--- config.mk ---
export PLATFORM = sky130hd
export DESIGN_NAME = step_detector_peak_window
export DESIGN_NICKNAME = d
export VERILOG_FILES = /design/src/hdl/sdpw_pkg.sv /design/src/hdl/step_detector_peak_window.sv /design/src/hdl/sdpw_front.sv /design/src/hdl/sdpw_back.sv
export SDC_FILE = /design/constraint.sdc
export NUM_CORES = 1
export LEC_CHECK = 0
export BUFFER_PORTS_ARGS = -buffer_cell sky130_fd_sc_hd__clkbuf_2
export CAP_MARGIN = 30
export CORE_MARGIN = 4
export CORE_UTILIZATION = 35
export CTS_CLUSTER_DIAMETER = 40
export DETAILED_ROUTE_END_ITERATION = 16
export PLACE_DENSITY = 0.61
export SETUP_SLACK_MARGIN = 0.4
export SLEW_MARGIN = 20
export SYNTH_ARGS = -nofsm -noshare
export SYNTH_HDL_FRONTEND = slang
export SYNTH_SLANG_ARGS = --single-unit
--- constraint.sdc ---
create_clock -name clock -period 17.8 [get_ports clock]
set_input_delay 2.67 -clock clock [delete_from_list [all_inputs] [get_ports clock]]
set_output_delay 2.67 -clock clock [all_outputs]
set_load 0.01 [all_outputs]
--- src/hdl/sdpw_pkg.sv ---
// Shared types and constants for the step detector peak window block.
// No dependencies; imported by every module of the block.
`default_nettype none

package sdpw_pkg;

   localparam int SAMPLE_W    = 16;
   localparam int SENS_W      = 16;
   localparam int COUNT_W     = 16;
   localparam int THRESH_W    = 16;
   localparam int RSP_DATA_W  = 24;
   localparam int QUEUE_DEPTH = 2;
   localparam int TAPS        = 4;
   localparam int TAP_SHIFT   = $clog2(TAPS);
   localparam int FIRST_SMOOTHED = TAPS - 1;

   localparam logic [SENS_W-1:0] SENS_RESET = 16'd150;

   typedef logic signed [SAMPLE_W-1:0] sample_type;

   typedef struct packed {
      logic [COUNT_W-1:0] step_total;
      logic               step_found;
      logic               window_done;
   } sdpw_result_type;

endpackage

`default_nettype wire

--- src/hdl/step_detector_peak_window.sv ---
// Top level of the step detector: sensitivity register, front queue, back end, output word.
// Depends on sdpw_pkg, sdpw_front and sdpw_back.
`default_nettype none

// Step detector over a two-half window of 2*HALF_WINDOW acceleration samples. Each
// accepted req word carries one signed sample; each produces exactly one rsp word in
// order. A sample that does not complete the window is stored and its word offered
// in the cycle it leaves the queue. The sample that fills the window starts an
// evaluation: the window memory is read one entry a cycle over both halves, each
// half smoothed by a 4-tap moving average from its fourth entry on (the smoothed
// second half written back), the qualified peak of the first half and trough of the
// second half tracked on the fly, then the step decision is taken. The scan uses the
// single read port. Evaluations recur every HALF_WINDOW or 2*HALF_WINDOW words. The
// two-word input queue takes up to two further words while the back end works, then
// req_tready drops. The rsp register holds one finished word; the back end hands on
// the next word only when that register is empty or its word leaves in the same
// cycle. Write sensitivity with csr_wr_en only while the block is idle; it resets
// to 150.
module step_detector_peak_window
   import sdpw_pkg::*;
#(
   parameter int HALF_WINDOW = 12
)(
   input  wire logic                  clock,
   input  wire logic                  reset,
   input  wire logic                  req_tvalid,
   output logic                       req_tready,
   input  wire logic [SAMPLE_W-1:0]   req_tdata,   // [15:0] sample
   output logic                       rsp_tvalid,
   input  wire logic                  rsp_tready,
   output logic [RSP_DATA_W-1:0]      rsp_tdata,   // [0] window_done, [1] step_found,
                                                   // [17:2] step_total, [23:18] zero
   input  wire logic                  csr_wr_en,
   input  wire logic [SENS_W-1:0]     csr_wr_data
);

   logic [SENS_W-1:0] sens_ff, sens_in;
   logic              out_v_ff, out_v_in;
   sdpw_result_type   out_ff, out_in;

   logic              q_valid, q_pop;
   sample_type        q_word;
   logic              res_valid, res_ready;
   sdpw_result_type   res;

   logic [COUNT_W-1:0] u_back_total_probe;
   logic [COUNT_W-1:0] last_total_ff;

   // hold the sensitivity until the next write
   assign sens_in = csr_wr_en ? csr_wr_data : sens_ff;

   sdpw_front u_front (
      .clock    (clock),
      .reset    (reset),
      .in_valid (req_tvalid),
      .in_ready (req_tready),
      .in_word  (req_tdata),
      .q_valid  (q_valid),
      .q_word   (q_word),
      .q_pop    (q_pop)
   );

   sdpw_back #(
      .HALF_WINDOW (HALF_WINDOW)
   ) u_back (
      .clock       (clock),
      .reset       (reset),
      .sensitivity (sens_ff),
      .q_valid     (q_valid),
      .q_word      (q_word),
      .q_pop       (q_pop),
      .res_valid   (res_valid),
      .res_ready   (res_ready),
      .res         (res)
   );

   // the output register takes a new word when empty or when its word leaves now
   assign res_ready = !out_v_ff || rsp_tready;

   always_comb begin
      out_v_in = out_v_ff;
      out_in   = out_ff;
      if (res_valid) begin
         out_v_in = 1'b1;
         out_in   = res;
      end else if (rsp_tready) begin
         out_v_in = 1'b0;
      end
   end

   always_ff @(posedge clock) begin
      if (reset) begin
         sens_ff  <= SENS_RESET;
         out_v_ff <= 1'b0;
      end else begin
         sens_ff  <= sens_in;
         out_v_ff <= out_v_in;
      end
   end

   always_ff @(posedge clock) begin
      out_ff <= out_in;
   end

   assign rsp_tvalid = out_v_ff;
   assign rsp_tdata  = {(RSP_DATA_W - COUNT_W - 2)'(0), out_ff.step_total,
                        out_ff.step_found, out_ff.window_done};

   // track the step total of the last word handed on
   always_ff @(posedge clock) begin
      if (reset) begin
         last_total_ff <= '0;
      end else if (res_valid) begin
         last_total_ff <= res.step_total;
      end
   end
   assign u_back_total_probe = last_total_ff;

   // the back end never offers a word that the output register cannot take
   a_res_fits: assert property (@(posedge clock) disable iff (reset)
      res_valid |-> res_ready)
      else $error("result offered while output register blocked");

   // a step is only reported from a window evaluation
   a_found_done: assert property (@(posedge clock) disable iff (reset)
      rsp_tvalid |-> (!rsp_tdata[1] || rsp_tdata[0]))
      else $error("step_found without window_done");

   // a word that did not finish a window leaves the step count unchanged
   a_total_hold: assert property (@(posedge clock) disable iff (reset)
      (res_valid && !res.window_done) |-> (res.step_total == u_back_total_probe))
      else $error("step_total changed without an evaluation");

endmodule

`default_nettype wire

--- src/hdl/sdpw_front.sv ---
// Front end: accepts sample words and holds them in a short queue for the back end.
// Depends on sdpw_pkg.
`default_nettype none

module sdpw_front
   import sdpw_pkg::*;
(
   input  wire logic       clock,
   input  wire logic       reset,
   input  wire logic       in_valid,
   output logic            in_ready,
   input  wire sample_type in_word,
   output logic            q_valid,
   output sample_type      q_word,
   input  wire logic       q_pop
);

   localparam int PTR_W = $clog2(QUEUE_DEPTH);
   localparam int CNT_W = $clog2(QUEUE_DEPTH + 1);

   sample_type       slot_ff [QUEUE_DEPTH];
   logic [PTR_W-1:0] wr_ptr_ff, wr_ptr_in;
   logic [PTR_W-1:0] rd_ptr_ff, rd_ptr_in;
   logic [CNT_W-1:0] cnt_ff, cnt_in;
   logic             push, pop;

   assign in_ready = (cnt_ff != CNT_W'(QUEUE_DEPTH));
   assign q_valid  = (cnt_ff != '0);
   assign q_word   = slot_ff[rd_ptr_ff];
   assign push     = in_valid && in_ready;
   assign pop      = q_pop && q_valid;

   always_comb begin
      wr_ptr_in = wr_ptr_ff;
      rd_ptr_in = rd_ptr_ff;
      cnt_in    = cnt_ff;
      if (push) begin
         wr_ptr_in = (wr_ptr_ff == PTR_W'(QUEUE_DEPTH - 1)) ? '0 : wr_ptr_ff + 1'b1;
      end
      if (pop) begin
         rd_ptr_in = (rd_ptr_ff == PTR_W'(QUEUE_DEPTH - 1)) ? '0 : rd_ptr_ff + 1'b1;
      end
      if (push && !pop) begin
         cnt_in = cnt_ff + 1'b1;
      end else if (pop && !push) begin
         cnt_in = cnt_ff - 1'b1;
      end
   end

   always_ff @(posedge clock) begin
      if (reset) begin
         wr_ptr_ff <= '0;
         rd_ptr_ff <= '0;
         cnt_ff    <= '0;
      end else begin
         wr_ptr_ff <= wr_ptr_in;
         rd_ptr_ff <= rd_ptr_in;
         cnt_ff    <= cnt_in;
      end
   end

   always_ff @(posedge clock) begin
      if (push) begin
         slot_ff[wr_ptr_ff] <= in_word;
      end
   end

endmodule

`default_nettype wire

--- src/hdl/sdpw_back.sv ---
// Back end: window memory, smoothing scan, peak and trough search, step decision.
// Depends on sdpw_pkg.
`default_nettype none

module sdpw_back
   import sdpw_pkg::*;
#(
   parameter int HALF_WINDOW = 12
)(
   input  wire logic              clock,
   input  wire logic              reset,
   input  wire logic [SENS_W-1:0] sensitivity,
   input  wire logic              q_valid,
   input  wire sample_type        q_word,
   output logic                   q_pop,
   output logic                   res_valid,
   input  wire logic              res_ready,
   output sdpw_result_type        res
);

   localparam int DEPTH = 2 * HALF_WINDOW;
   localparam int AW    = $clog2(DEPTH);
   localparam int OW    = $clog2(HALF_WINDOW);

   typedef enum logic [1:0] {ST_IDLE, ST_SCAN, ST_DECIDE} state_type;

   function automatic logic [AW-1:0] phys_addr(input logic hsel, input logic [OW-1:0] off);
      return (hsel ? AW'(HALF_WINDOW) : '0) + AW'(off);
   endfunction

   // control
   state_type          state_ff, state_in;
   logic               bank_ff, bank_in;
   logic [AW-1:0]      fill_ff, fill_in;
   logic [THRESH_W-1:0] thr_ff, thr_in;
   logic [COUNT_W-1:0] cnt_ff, cnt_in;
   logic               iss_on_ff, iss_on_in;
   logic               v1_ff, v2_ff;

   // datapath
   logic               iss_half_ff, iss_half_in;
   logic [OW-1:0]      iss_off_ff, iss_off_in;
   logic               half1_ff, last1_ff, half2_ff, last2_ff;
   logic [OW-1:0]      off1_ff, off2_ff;
   sample_type         r1_ff, r2_ff, r3_ff;
   sample_type         sm_ff, sm_in;
   sample_type         mx_ff, mx_in, mn_ff, mn_in;

   // memory ports
   sample_type         mem [DEPTH];
   sample_type         rdata_ff;
   logic               mem_we, rd_en;
   logic [AW-1:0]      waddr, raddr;
   sample_type         wdata;

   logic               fill_half;
   logic [OW-1:0]      fill_off;
   logic signed [17:0] tap_sum, tap_adj, tap_q;
   logic signed [18:0] up_lim, dn_lim, sm_ext;
   logic               ge;
   logic [THRESH_W:0]  swing;
   logic               step;

   assign fill_half = (fill_ff >= AW'(HALF_WINDOW));
   assign fill_off  = fill_half ? OW'(fill_ff - AW'(HALF_WINDOW)) : OW'(fill_ff);

   // 4-tap average on the raw neighbours, truncated toward zero
   assign tap_sum = {{2{rdata_ff[SAMPLE_W-1]}}, rdata_ff} + {{2{r1_ff[SAMPLE_W-1]}}, r1_ff}
                  + {{2{r2_ff[SAMPLE_W-1]}}, r2_ff} + {{2{r3_ff[SAMPLE_W-1]}}, r3_ff};
   assign tap_adj = tap_sum + (tap_sum[17] ? 18'(TAPS - 1) : 18'd0);
   assign tap_q   = tap_adj >>> TAP_SHIFT;

   assign up_lim = signed'({3'b000, thr_ff}) + signed'({4'b0000, sensitivity[SENS_W-1:1]});
   assign dn_lim = signed'({3'b000, thr_ff}) - signed'({4'b0000, sensitivity[SENS_W-1:1]});
   assign sm_ext = {{3{sm_ff[SAMPLE_W-1]}}, sm_ff};

   assign ge    = (mx_ff >= mn_ff);
   assign swing = {mx_ff[SAMPLE_W-1], mx_ff} - {mn_ff[SAMPLE_W-1], mn_ff};
   assign step  = ge && (swing[THRESH_W-1:0] > sensitivity);

   always_comb begin
      state_in    = state_ff;
      bank_in     = bank_ff;
      fill_in     = fill_ff;
      thr_in      = thr_ff;
      cnt_in      = cnt_ff;
      iss_on_in   = iss_on_ff;
      iss_half_in = iss_half_ff;
      iss_off_in  = iss_off_ff;
      mx_in       = mx_ff;
      mn_in       = mn_ff;
      sm_in       = (off1_ff < OW'(FIRST_SMOOTHED)) ? rdata_ff : tap_q[SAMPLE_W-1:0];
      q_pop       = 1'b0;
      res_valid   = 1'b0;
      res         = '{step_total: cnt_ff, step_found: 1'b0, window_done: 1'b0};
      mem_we      = 1'b0;
      waddr       = phys_addr(fill_half ^ bank_ff, fill_off);
      wdata       = q_word;
      rd_en       = 1'b0;
      raddr       = phys_addr(iss_half_ff ^ bank_ff, iss_off_ff);
      case (state_ff)
         ST_IDLE: begin
            if (q_valid && res_ready) begin
               q_pop  = 1'b1;
               mem_we = 1'b1;
               if (fill_ff == AW'(DEPTH - 1)) begin
                  state_in    = ST_SCAN;
                  iss_on_in   = 1'b1;
                  iss_half_in = 1'b0;
                  iss_off_in  = '0;
               end else begin
                  fill_in   = fill_ff + 1'b1;
                  res_valid = 1'b1;
               end
            end
         end
         ST_SCAN: begin
            if (iss_on_ff) begin
               rd_en = 1'b1;
               if (iss_off_ff == OW'(HALF_WINDOW - 1)) begin
                  iss_off_in = '0;
                  if (iss_half_ff) begin
                     iss_on_in = 1'b0;
                  end else begin
                     iss_half_in = 1'b1;
                  end
               end else begin
                  iss_off_in = iss_off_ff + 1'b1;
               end
            end
            if (v2_ff) begin
               if (!half2_ff) begin
                  if (off2_ff == '0) begin
                     mx_in = sm_ff;
                  end else if (sm_ff > mx_ff && sm_ext > up_lim) begin
                     mx_in = sm_ff;
                  end
               end else begin
                  // keep the smoothed second half: it becomes the next first half
                  mem_we = 1'b1;
                  waddr  = phys_addr(!bank_ff, off2_ff);
                  wdata  = sm_ff;
                  if (off2_ff == '0) begin
                     mn_in = sm_ff;
                  end else if (sm_ff < mn_ff && sm_ext < dn_lim) begin
                     mn_in = sm_ff;
                  end
               end
               if (last2_ff) begin
                  state_in = ST_DECIDE;
               end
            end
         end
         ST_DECIDE: begin
            if (res_ready) begin
               res_valid = 1'b1;
               state_in  = ST_IDLE;
               if (step) begin
                  thr_in  = swing[THRESH_W-1:0];
                  cnt_in  = cnt_ff + 1'b1;
                  fill_in = '0;
               end else begin
                  bank_in = !bank_ff;
                  fill_in = AW'(HALF_WINDOW);
               end
               res = '{step_total: cnt_in, step_found: step, window_done: 1'b1};
            end
         end
         default: begin
            state_in = ST_IDLE;
         end
      endcase
   end

   always_ff @(posedge clock) begin
      if (reset) begin
         state_ff  <= ST_IDLE;
         bank_ff   <= 1'b0;
         fill_ff   <= '0;
         thr_ff    <= '0;
         cnt_ff    <= '0;
         iss_on_ff <= 1'b0;
         v1_ff     <= 1'b0;
         v2_ff     <= 1'b0;
      end else begin
         state_ff  <= state_in;
         bank_ff   <= bank_in;
         fill_ff   <= fill_in;
         thr_ff    <= thr_in;
         cnt_ff    <= cnt_in;
         iss_on_ff <= iss_on_in;
         v1_ff     <= iss_on_ff;
         v2_ff     <= v1_ff;
      end
   end

   always_ff @(posedge clock) begin
      iss_half_ff <= iss_half_in;
      iss_off_ff  <= iss_off_in;
      half1_ff    <= iss_half_ff;
      off1_ff     <= iss_off_ff;
      last1_ff    <= iss_half_ff && (iss_off_ff == OW'(HALF_WINDOW - 1));
      half2_ff    <= half1_ff;
      off2_ff     <= off1_ff;
      last2_ff    <= last1_ff;
      mx_ff       <= mx_in;
      mn_ff       <= mn_in;
      if (v1_ff) begin
         sm_ff <= sm_in;
         r1_ff <= rdata_ff;
         r2_ff <= r1_ff;
         r3_ff <= r2_ff;
      end
   end

   always_ff @(posedge clock) begin
      if (mem_we) begin
         mem[waddr] <= wdata;
      end
      if (rd_en) begin
         rdata_ff <= mem[raddr];
      end
   end

endmodule

`default_nettype wire
# == After elaboration in Yosys (flattened, before gate mapping) ==
# Memories as Yosys holds them, arrays and structs flattened. A register that Yosys moved wholly into a read port is not among the register bits.
# Cells that the tools add are included.
# totals
reg_bits,195
latch_bits,0
mem_bits_rw,416
mem_bits_ro,0
input_bits,37
mem_count,2
# memory_table
memory,words,word_bits,read_ports,rd_clocked_by_memory_dff,wr,line,text
u_back.mem,24,16,1,1,1,sdpw_back.sv:50,sample_type mem [DEPTH];
u_front.slot_ff,2,16,1,1,1,sdpw_front.sv:21,sample_type slot_ff [QUEUE_DEPTH];
# op_classes
n_addsub,18
multipliers,0
div,0
n_lt_le_gt_ge,8
n_eq_ne,13
shifts,0
n_mux,69
bitwise,4
n_reduce_logical,33
# ops
operator,n
16-bit two-way mux,9
18-bit adder,3
18-bit two-way mux,2
4-bit two-way mux,9
16-bit > comparator,2
5-bit two-way mux,6
1-bit two-way mux,28
16-bit by 18-bit > comparator with 1-bit output,1
16-bit by 15-bit adder with 17-bit output,1
16-bit by 16-bit adder with 17-bit output,1
16-bit by 17-bit < comparator with 1-bit output,1
16-bit by 15-bit subtractor with 17-bit output,1
16-bit by 1-bit adder with 16-bit output (second input constant),1
16-bit greater-or-equal comparator,1
16-bit < comparator,1
2-bit two-way mux,8
4-bit AND reduction,4
16-bit subtractor,1
5-bit by 4-bit adder with 5-bit output,3
2-bit by 1-bit != test with 1-bit output (second input constant),7
2-bit nonzero test,7
5-bit one-hot mux with 2 select lines,1
5-bit AND reduction,2
1-bit logical AND,9
24 further kinds,36

# == Longest topological paths before layout ==
# depth
word_depth,9
ltp_mapped,31

# == Hierarchy ==
# Synthesis repeated with hierarchy kept, for this count alone.
# unflattened
hier_cells,2074
area_unflattened_um2,29879.9
# modules_own_cells
module,instances,cells_each,area_per_inst_um2
sdpw_back,1,1919,27288.7
sdpw_front,1,74,1376.3
step_detector_peak_window,1,81,1214.9

# == Worst setup path before layout ==
# Ideal clock, no wire load.
# synth_timing
kind,reg-to-reg
from,register u_back.rdata_ff[0] (read register of u_back.mem)
to,register u_back.sm_ff[6] (data pin)
arrival_ps,6463
required_time_ps,17631
setup_slack_ps,11168
stages_incl_launch_ff,32
n_path_buf,1
synth_period_minus_slack_ps,6632
cell_sequence,edfxtp_1 -> ha_1 -> inv_1 -> fa_1 -> nor2b_1 -> o21ai_0 -> a21boi_0 -> o211ai_1 -> a21oi_1 -> a2111oi_0 -> nor3_1 -> a41o_1 -> or3_1 -> fa_1 -> inv_1 -> ha_1 -> clkbuf_1 -> a21oi_1 -> nor2_1 -> nor2_1 -> o21ai_0 -> xor2_1 -> ha_1 -> inv_1 -> nor2_1 -> and3_1 -> a221o_1 -> o31ai_4 -> nor2_2 -> a221o_1 -> o31a_1 -> o31ai_1
# synth_via
elab_chain_cells,6
# synth_rtl
element,line,text
"start, declared",sdpw_back.sv:51,sample_type rdata_ff;
16-bit by 16-bit adder with 17-bit output (*),sdpw_back.sv:68,"assign tap_sum = {{2{rdata_ff[SAMPLE_W-1]}}, rdata_ff} + {{2{r1_ff[SAMPLE_W-1]}}, r1_ff}"
18-bit adder (*) (2 in series),sdpw_back.sv:69,"+ {{2{r2_ff[SAMPLE_W-1]}}, r2_ff} + {{2{r3_ff[SAMPLE_W-1]}}, r3_ff};"
2-bit two-way mux,sdpw_back.sv:70,assign tap_adj = tap_sum + (tap_sum[17] ? 18'(TAPS - 1) : 18'd0);
18-bit adder (*),sdpw_back.sv:70,
16-bit two-way mux (*),sdpw_back.sv:92,sm_in = (off1_ff < OW'(FIRST_SMOOTHED)) ? rdata_ff : tap_q[SAMPLE_W-1:0];
via u_back.sm_in[6],sdpw_back.sv:46,"sample_type sm_ff, sm_in;"
"end signal, assigned",sdpw_back.sv:209,sm_ff <= sm_in;
"end, declared",sdpw_back.sv:46,
# Mark *: on every way through the listed nets, which the timed path passes. The rest lies on a longest branch.
# A chain may end at the register's enable or synchronous reset.

# == Worst setup path after layout ==
# Ends and elaborated chain as after synthesis.

==> impl_metrics.json <==
{
  "worst_pin_slew_ns": 0.9123,
  "place_area_mm2": 0.03192,
  "ant_nets": 0,
  "fin_nets": 2483,
  "initial_core_util_pct": 35.28,
  "yosysMostFrequentCell": "edfxtp_1",
  "period_share_pct": 43.27,
  "hold_depth": 0,
  "synth_flop_cell": "edfxtp_1",
  "netlist_area_mm2": 0.03004,
  "synth_edf_count": 551,
  "r2r-start": "u_back.rdata_ff[0]",
  "fin_area_mm2": 0.03522,
  "outcome": "finished clean",
  "drt-initial-drc-count": 1387,
  "synth_seq_cells": 628,
  "setup_violations": 0,
  "io_buffers": 56,
  "power_density_mw_per_mm2": 113.9,
  "drc": 0,
  "htreeDepth": 3,
  "fmax_mhz": 129.8,
  "leakagePower_uw": 0.01292,
  "hold_buffers": 0,
  "clk_pin_slew_ns": 0.06,
  "antenna_found_initial": 0,
  "cts_resized": 0,
  "rows": 107,
  "rrSetupSlack_ns": 10.10,
  "core_area_mm2": 0.08515,
  "cts_setup_buffers": 0,
  "fillers": 7746,
  "layout_min_cycle_time_ns": 7.703,
  "end_kind": "flop",
  "yosysTopAreaCellShare_pct": 55.08,
  "worstSkewPairLatency_ns": 0.67,
  "maxSlewHeadroom_pct": 37.61,
  "drv_slew": 0,
  "critPathMaxFanout": 9,
  "place.detailed.hpwl_um": 44520,
  "rsz0062_at_grt": "no",
  "gp_congestion": 0.8622,
  "vias": 17840,
  "track_usage_pct": 15.03,
  "worst_setup_path_start_kind": "flop",
  "numCtsBuffers": 92,
  "synth_area_per_cell_um2": 14.18,
  "clkSinkCount": 628,
  "multi_input_area_mm2": 0.01107,
  "clock_skew_ns": 0.05248,
  "synth_area_leaders": "edfxtp_1, mux4_2, ha_1",
  "wl_per_cell_um": 19.60,
  "seq_area_frac_synth_pct": 60.21,
  "yosysTopAreaCell": "edfxtp_1",
  "cts_root_buf": "clkbuf_16",
  "worst_hold_path.endpoint": "u_back.half2_ff",
  "tritoncts": "yes",
  "cp.arrival_ns": 8.13,
  "hold_viol_final": 0,
  "diodes": 0,
  "clock_path_buffers": 3,
  "ys_types": 80,
  "register_area_mm2": 0.01809,
  "fin_setup_tns_ns": 0,
  "fp.dieH_um": 301.0,
  "hold_class": "flop to flop",
  "drt-pass1-iter-count": 5,
  "ios": 63,
  "drive_above_1_share_pct": 17.46,
  "area_growth_pct": 17.23,
  "viasPerCell": 5.134,
  "wl_um": 68110,
  "drv_cap": 0,
  "dieArea_mm2": 0.09058,
  "critPathRequiredTime_ns": 18.23,
  "grt_pass1_wl_um": 105200,
  "postSynthCellCount": 2118,
  "first_global_vias": 18140,
  "rr_worst_depth": 30,
  "ys_async_sr_fraction_pct": 0,
  "grt-ovfl-total": 0,
  "fp.dieW_um": 301.0,
  "cp_slowest_cell": "a2111oi_0",
  "crit_type": "flop to flop",
  "grt_max_degree": 101,
  "max_stage_delay_ns": 0.49,
  "r2r-end": "u_back.sm_ff[6]",
  "ir_drop_uv": 72.22,
  "netlist_top_cells_count": "edfxtp_1, inv_1, ha_1",
  "worstHoldStart": "u_back.half1_ff",
  "yosys_warnings": 0
}
[logic make-up after synthesis]
family	after synthesis	share of synthesized area, %
muxes	178	10.61
buffers and inverters	242	3.140
xor gates and xnor gates	105	3.061
AOI/OAI and AO/OA	322	7.068
and+or+nand+nor	450	7.276
adders and majority gates	192	8.621
other	1	0.01248
DFF	628	60.21
[layout by cell type (no fill, tap or decap), drive strengths merged, types with 30 or more instances in the layout]
| master | instances |
|---|---|
| inv | 182 |
| a21o | 36 |
| ha | 167 |
| dfxtp | 77 |
| xnor2 | 56 |
| mux4 | 112 |
| nand2 | 104 |
| buf | 53 |
| xor2 | 49 |
| a21oi | 77 |
| nand3 | 35 |
| nor3 | 41 |
| edfxtp | 551 |
| o21ai | 83 |
| nor2 | 127 |
| clkinv | 30 |
| mux2i | 62 |
| clkbuf | 161 |
[per-layer routing]
| metal | share of wire (%) | routed length (um) | GRT usage, % |
|---|---|---|---|
| met5 | 0 | 0 | 0 |
| met3 | 5.7 | 3885 | 2.516 |
| met2 | 49 | 33350 | 25.47 |
| met4 | 2.3 | 1595 | 4.550 |
| met1 | 43 | 29280 | 19.88 |
[state kept, by name, summed over array words and instances, names as in the netlist, 2 cells and up, named ones only]
register and count:
rsp_tdata 18, sens_ff 16, u_back.cnt_ff 16, u_back.fill_ff 5, u_back.iss_off_ff 4, u_back.mem 384, u_back.mn_ff 16, u_back.mx_ff 16
u_back.off1_ff 4, u_back.off2_ff 4, u_back.r1_ff 16, u_back.r2_ff 16, u_back.r3_ff 16, u_back.rdata_ff 16, u_back.sm_ff 16, u_back.state_ff 2
u_back.thr_ff 16, u_front.cnt_ff 2, u_front.slot_ff 32
[report_power, final]
part	total, uW	switching, uW	internal, uW
clock	1890	710	1180
combinational	335	242	92.1
sequential	1790	20.8	1770
total	4010	973	3040
[layout make-up]
cell class / count / share of cell area, %
clock buffers: 105 / 6.675
clock inverters: 66 / 2.672
inverters: 170 / 1.812
multi-input cells: 1253 / 31.42
flip-flops and latches: 628 / 51.36
well taps: 1144 / 4.064
repair buffers: 109 / 1.993
[metrics by stage]
stage / utilization [%] / cells / hold slack [ns] / power [uW] / setup slack, ns
floorplan: - / 2123 / 0.3096 / 1999 / 11.17
global placement: 37.46 / 3302 / 0.3121 / 2138 / 10.49
detailed placement: 37.48 / 3303 / 0.3121 / 2157 / 10.26
CTS: 41.35 / 3474 / 0.3123 / 4055 / 10.16
global route: 41.36 / 3475 / 0.3126 / 4166 / 9.722
finish: 41.36 / 3475 / 0.3141 / 4013 / 10.10
[critical path, delay by kind of cell, from the launching register on]
family          cells  cell delay (ns)
simple gates        8             1.29
compound gates     13             3.70
fa+ha+maj           5             1.64
flops               1             0.43
xor+xnor            1             0.26
buf+inv             3             0.18
[worst max path at each step]
stage | start | depth (start not counted) | slack [ns] | end
floorplan | u_back.rdata_ff[0] | 31 | 11.17 | u_back.sm_ff[6]
global placement | u_back.rdata_ff[0] | 30 | 10.49 | u_back.sm_ff[6]
detailed placement | u_back.rdata_ff[0] | 30 | 10.26 | u_back.sm_ff[6]
CTS | u_back.rdata_ff[0] | 30 | 10.16 | u_back.sm_ff[6]
global route | u_back.rdata_ff[0] | 30 | 9.72 | u_back.sm_ff[15]
finish | u_back.rdata_ff[0] | 30 | 10.10 | u_back.sm_ff[6]
(Power assumes the default switching activity.)
